<file path="config.mk">
export PLATFORM = sky130hd
export DESIGN_NAME = bsm_stage
export DESIGN_NICKNAME = d
export VERILOG_FILES = /design/src/bsm_pkg.sv /design/src/bsm_stage.sv
export SDC_FILE = /design/constraint.sdc
export NUM_CORES = 1
export LEC_CHECK = 0
export BUFFER_PORTS_ARGS = -buffer_cell sky130_fd_sc_hd__buf_2
export CELL_PAD_IN_SITES_DETAIL_PLACEMENT = 0
export CELL_PAD_IN_SITES_GLOBAL_PLACEMENT = 1
export CORE_UTILIZATION = 39
export CTS_CLUSTER_SIZE = 10
export DETAILED_ROUTE_END_ITERATION = 16
export PLACE_DENSITY = 0.85
export RECOVER_POWER = 50
export SYNTH_ARGS = -nofsm -noshare
export SYNTH_HDL_FRONTEND = slang
export SYNTH_SLANG_ARGS = --single-unit
</file>
<file path="constraint.sdc">
create_clock -name clk -period 0.8 [get_ports clk]
set_input_delay 0.04 -clock clk [delete_from_list [all_inputs] [get_ports clk]]
set_output_delay 0.04 -clock clk [all_outputs]
set_load 0.05 [all_outputs]
</file>
<file path="src/bsm_pkg.sv">
`timescale 1ns / 1ps

package bsm_pkg;

    localparam int OPERAND_W = 32;
    localparam int PRODUCT_W = 64;

    // booth recoding width, 4 to 32
    localparam int WIDTH = 32;
    localparam int ACC_W = WIDTH + 1;

    typedef logic [OPERAND_W-1:0] operand_t;
    typedef logic [PRODUCT_W-1:0] product_t;

    typedef struct packed {
        logic [ACC_W-1:0] acc;
        logic [WIDTH-1:0] q;
        logic             prev;
        logic [ACC_W-1:0] mcand;
    } bsm_step_t;

    typedef enum logic [1:0] {
        BOOTH_NOP_LO = 2'b00,
        BOOTH_ADD    = 2'b01,
        BOOTH_SUB    = 2'b10,
        BOOTH_NOP_HI = 2'b11
    } booth_op_t;

endpackage

</file>
<file path="src/bsm_stage.sv">
`timescale 1ns / 1ps

module bsm_stage
    import bsm_pkg::*;
(
    input  logic      clk,
    input  logic      rst_n,
    input  logic      en,
    input  logic      in_valid,
    input  bsm_step_t in_data,
    output logic      out_valid,
    output bsm_step_t out_data
);

    logic             valid_reg;
    bsm_step_t        data_reg;
    bsm_step_t        data_next;
    logic [ACC_W-1:0] sum;
    booth_op_t        op;

    assign op = booth_op_t'({in_data.q[0], in_data.prev});

    always_comb
    begin
        unique case (op)
            BOOTH_SUB: sum = in_data.acc - in_data.mcand;
            BOOTH_ADD: sum = in_data.acc + in_data.mcand;
            default:   sum = in_data.acc;
        endcase
    end

    // arithmetic shift of acc:q, guard bit kept
    always_comb
    begin
        data_next.acc   = {sum[ACC_W-1], sum[ACC_W-1:1]};
        data_next.q     = {sum[0], in_data.q[WIDTH-1:1]};
        data_next.prev  = in_data.q[0];
        data_next.mcand = in_data.mcand;
    end

    always_ff @(posedge clk or negedge rst_n)
    begin
        if (!rst_n)
        begin
            valid_reg <= 1'b0;
        end
        else if (en)
        begin
            valid_reg <= in_valid;
        end
    end

    always_ff @(posedge clk)
    begin
        if (en && in_valid)
        begin
            data_reg <= data_next;
        end
    end

    assign out_valid = valid_reg;
    assign out_data  = data_reg;

endmodule

</file>
==> impl_metrics.env <==
export IMPL_start_util=0.398
export IMPL_outcome="finished, violations left"
export IMPL_powerDensity_nw_per_um2=1860
export IMPL_setup_violations=134
export IMPL_fin_area_um2=11300
export IMPL_r2r_setup_slack_ns=-0.10
export IMPL_fillCellCount=899
export IMPL_syn_avg_cell_area_um2=10.8
export IMPL_ys_seq_area_frac=0.493
export IMPL_port_buffer_count=202
export IMPL_yosys_warnings=0
export IMPL_die_w_um=126
export IMPL_antenna_found_initial=0
export IMPL_drt_initial_drc_count=683
export IMPL_die_h_um=126
export IMPL_synth_simple_area_share=0.137
export IMPL_finalHoldViolations=0
export IMPL_hold_path_class="in2reg"
export IMPL_drv_cap=0
export IMPL_first_pass_iters=5
export IMPL_clkLatencyLatePin_ns=0.36
export IMPL_total_leakage_power_nw=4.93
export IMPL_synth_xor_area_share=0.0860
export IMPL_synth_top_family_by_area="compound AO/OA/AOI/OAI gates"
export IMPL_synthCells=558
export IMPL_synth_distinct_cells=62
export IMPL_coreArea_um2=15100
export IMPL_h_tree_depth=3
export IMPL_post_dp_cell_area_um2=8640
export IMPL_grt_pass1_vias=6836
export IMPL_async_reset_ff_frac=0.0101
export IMPL_worstSetupStartpointType="primary input"
export IMPL_yosys_area_share_adder=0.0740
export IMPL_numCtsBuffers=9
export IMPL_criticalPathCategory="in2reg"
export IMPL_synth_area_top_cells="edfxtp_1 (49%), ha_1 (7.1%), xor2_1 (5.2%)"
export IMPL_period_needed_ns=3.41
export IMPL_syn_area_um2=6020
export IMPL_clock_path_buffers=2
export IMPL_place_congestion=0.890
export IMPL_vdd_drop_max_mv=1.10
export IMPL_fin_ws_ns=-2.61
export IMPL_cts_tree="done"
export IMPL_place_hpwl_um=15300
export IMPL_vias_per_cell=5.77
export IMPL_synthesis_nets=696
export IMPL_tightest_slew_ns=0.596
export IMPL_nets=1162
export IMPL_area_delta_synth_final_pct=88.1
export IMPL_crit_fanout=5
export IMPL_final_antenna_net_count=0
export IMPL_cts_sinks=99
export IMPL_netlist_area_leader_share=0.489
export IMPL_synthFlopType="edfxtp_1"
export IMPL_synth_largest_area_cell="edfxtp_1"
export IMPL_std_cell_rows=45
export IMPL_place_inst=1102
export IMPL_place_ws_ns=-2.88
export IMPL_synthMuxAreaShare=0.0143
export IMPL_synth_edff_count=98
export IMPL_seqCellArea_um2=2970
export IMPL_overflow=0
export IMPL_grt_pass1_wl_um=36800
export IMPL_drv_slew=0
export IMPL_synth_compound_area_frac=0.168
export IMPL_die_area_um2=15900
export IMPL_violations="negative setup slack"
export IMPL_grt_max_degree=36
export IMPL_worstPathArrival_ns=3.52
export IMPL_end_kind="flip-flop"
export IMPL_multi_input_area_um2=3790
export IMPL_relSlewSlack=0.603
export IMPL_routed_wl_um=28500
export IMPL_wl_per_cell_um=23.5
export IMPL_clk_pin_slew_ns=0.08
export IMPL_fmaxAchievable_ghz=0.293
export IMPL_rsz0062_at_grt="true"
export IMPL_ioPinCount=203
export IMPL_insertedDiodeCount=0
export IMPL_critPathRequiredTime_ns=0.91
export IMPL_root_buffer="clkbuf_16"
export IMPL_period_share=4.26
export IMPL_drc_errors=0
export IMPL_grt_usage=0.302
export IMPL_layout_drive_gt1_share=0.553
export IMPL_ys_ff_latch=99
export IMPL_skew_ns=0
export IMPL_vias=7018
export IMPL_fin_cells=1217
-- path summary, 6_finish.rpt --
check	startpoint	to	cells past startpoint
min reg2reg	out_valid	out_valid	2
max reg2reg	out_valid	out_valid	2
max in group asynchronous	rst_n	out_valid	3
max	in_data[3]	out_data[96]	14
min	in_data[18]	out_data[18]	2
min in group asynchronous	rst_n	out_valid	3
-- layout make-up --
| class | count | area share |
|---|---|---|
| inverters | 17 | 0.00696 |
| clock buffers | 9 | 0.0199 |
| multi-input cells | 423 | 0.335 |
| well taps | 188 | 0.0208 |
| clock inverters | 7 | 0.00586 |
| repair buffers | 474 | 0.349 |
| flip-flops and latches | 99 | 0.262 |
-- critical path: stages --
cell and delay [ns]:
buf_8 0.10, or4_4 0.60, buf_6 0.17, nor3_4 0.17
a21oi_2 0.09, xor2_1 0.41, ha_1 0.38, a21o_1 0.23
a41oi_4 0.27, o221ai_4 0.17, and4b_1 0.24, or3_4 0.38
mux2i_1 0.16, o211ai_1 0.10
-- power breakdown --
part,internal [mW],switching [mW]
combinational,4.46,5.49
clock,2.20,2.34
sequential,6.27,0.251
-- cells in the final DEF (no fill, tap or decap), types with 4 or more instances in the layout --
master	netlist	final
a21o_1	24	24
o21ai_1	5	24
nand2_1	52	41
nand4_1	4	4
nand2_4	0	7
a21oi_2	0	21
inv_1	17	13
nor4_4	2	4
clkbuf_1	15	15
nor2_4	0	5
a21oi_4	0	5
mux2_4	0	5
o21bai_4	0	5
o21ai_2	0	9
buf_6	1	140
nor3_1	20	12
nor2_1	46	33
xor2_1	36	35
buf_2	0	91
xnor2_2	0	9
nand2_2	0	4
nor3_4	1	7
edfxtp_1	98	98
ha_4	0	5
ha_1	34	27
dlygate4sd3_1	0	54
xnor2_1	20	10
o21a_1	4	4
nand3_1	8	5
o211ai_1	5	5
a21oi_1	44	18
buf_4	1	168
nor2_2	0	8
clkbuf_16	0	9
-- cells by family after synthesis --
group,Yosys count
AOI/OAI and AO/OA,157
xor gates and xnor gates,57
adders and majority gates,35
buffers and inverters,36
DFF,99
muxes,8
and+or+nand+nor,166
-- synth_stat cells, drive strengths merged (2+ instances only) --
| master | n |
|---|---|
| inv | 17 |
| a211oi | 6 |
| a41oi | 2 |
| nand4 | 4 |
| o211ai | 5 |
| nand3 | 8 |
| nor2b | 3 |
| ha | 34 |
| and2 | 4 |
| or3 | 2 |
| mux2i | 3 |
| nor2 | 46 |
| xor2 | 36 |
| o22ai | 2 |
| xnor2 | 21 |
| nor3b | 3 |
| a31oi | 7 |
| mux2 | 5 |
| or4 | 3 |
| o21bai | 8 |
| o221ai | 2 |
| a21oi | 44 |
| clkbuf | 17 |
| and3 | 5 |
| nand2b | 4 |
| a21o | 24 |
| o21a | 4 |
| nor4 | 6 |
| o21ai | 39 |
| nand2 | 52 |
| nor3 | 21 |
| buf | 2 |
| a311oi | 2 |
| edfxtp | 98 |
-- what timing repair did --
| item | 4_1_cts | 5_1_grt |
|---|---|---|
| hold endpoints to repair | 51 | 2 |
| gates resized for setup | 328 | 95 |
| hold buffers | 52 | 2 |
| pin swaps | 84 | 81 |
| setup endpoints to repair | 133 | 134 |
| buffers inserted | 34 | 25 |
-- metal layers --
layer | vias to the layer above | track usage | share of wire
met5 | - | 0 | 0
met4 | 0 | 0.141 | 0.055
met3 | 134 | 0.0569 | 0.082
met2 | 506 | 0.552 | 0.50
met1 | 3360 | 0.340 | 0.36
li1 | 3018 | - | -
-- flip-flops by register name, indices dropped and copies added (netlist names) --
signal,cells
out_data,98
out_valid,1
-- stage by stage --
step	setup TNS, ns	utilization	total power, mW	hold WS, ns
after floorplan	-96.04	-	10.8	-0.256
after global placement	-76.88	0.571	13.4	-0.184
after detailed placement	-79.96	0.571	13.5	-0.184
after CTS	-72.87	0.715	19.5	0.00123
after global routing	-87.96	0.748	21.6	0.0139
final	-84.81	0.748	21.0	0.00933
(Power assumes the default switching activity.)
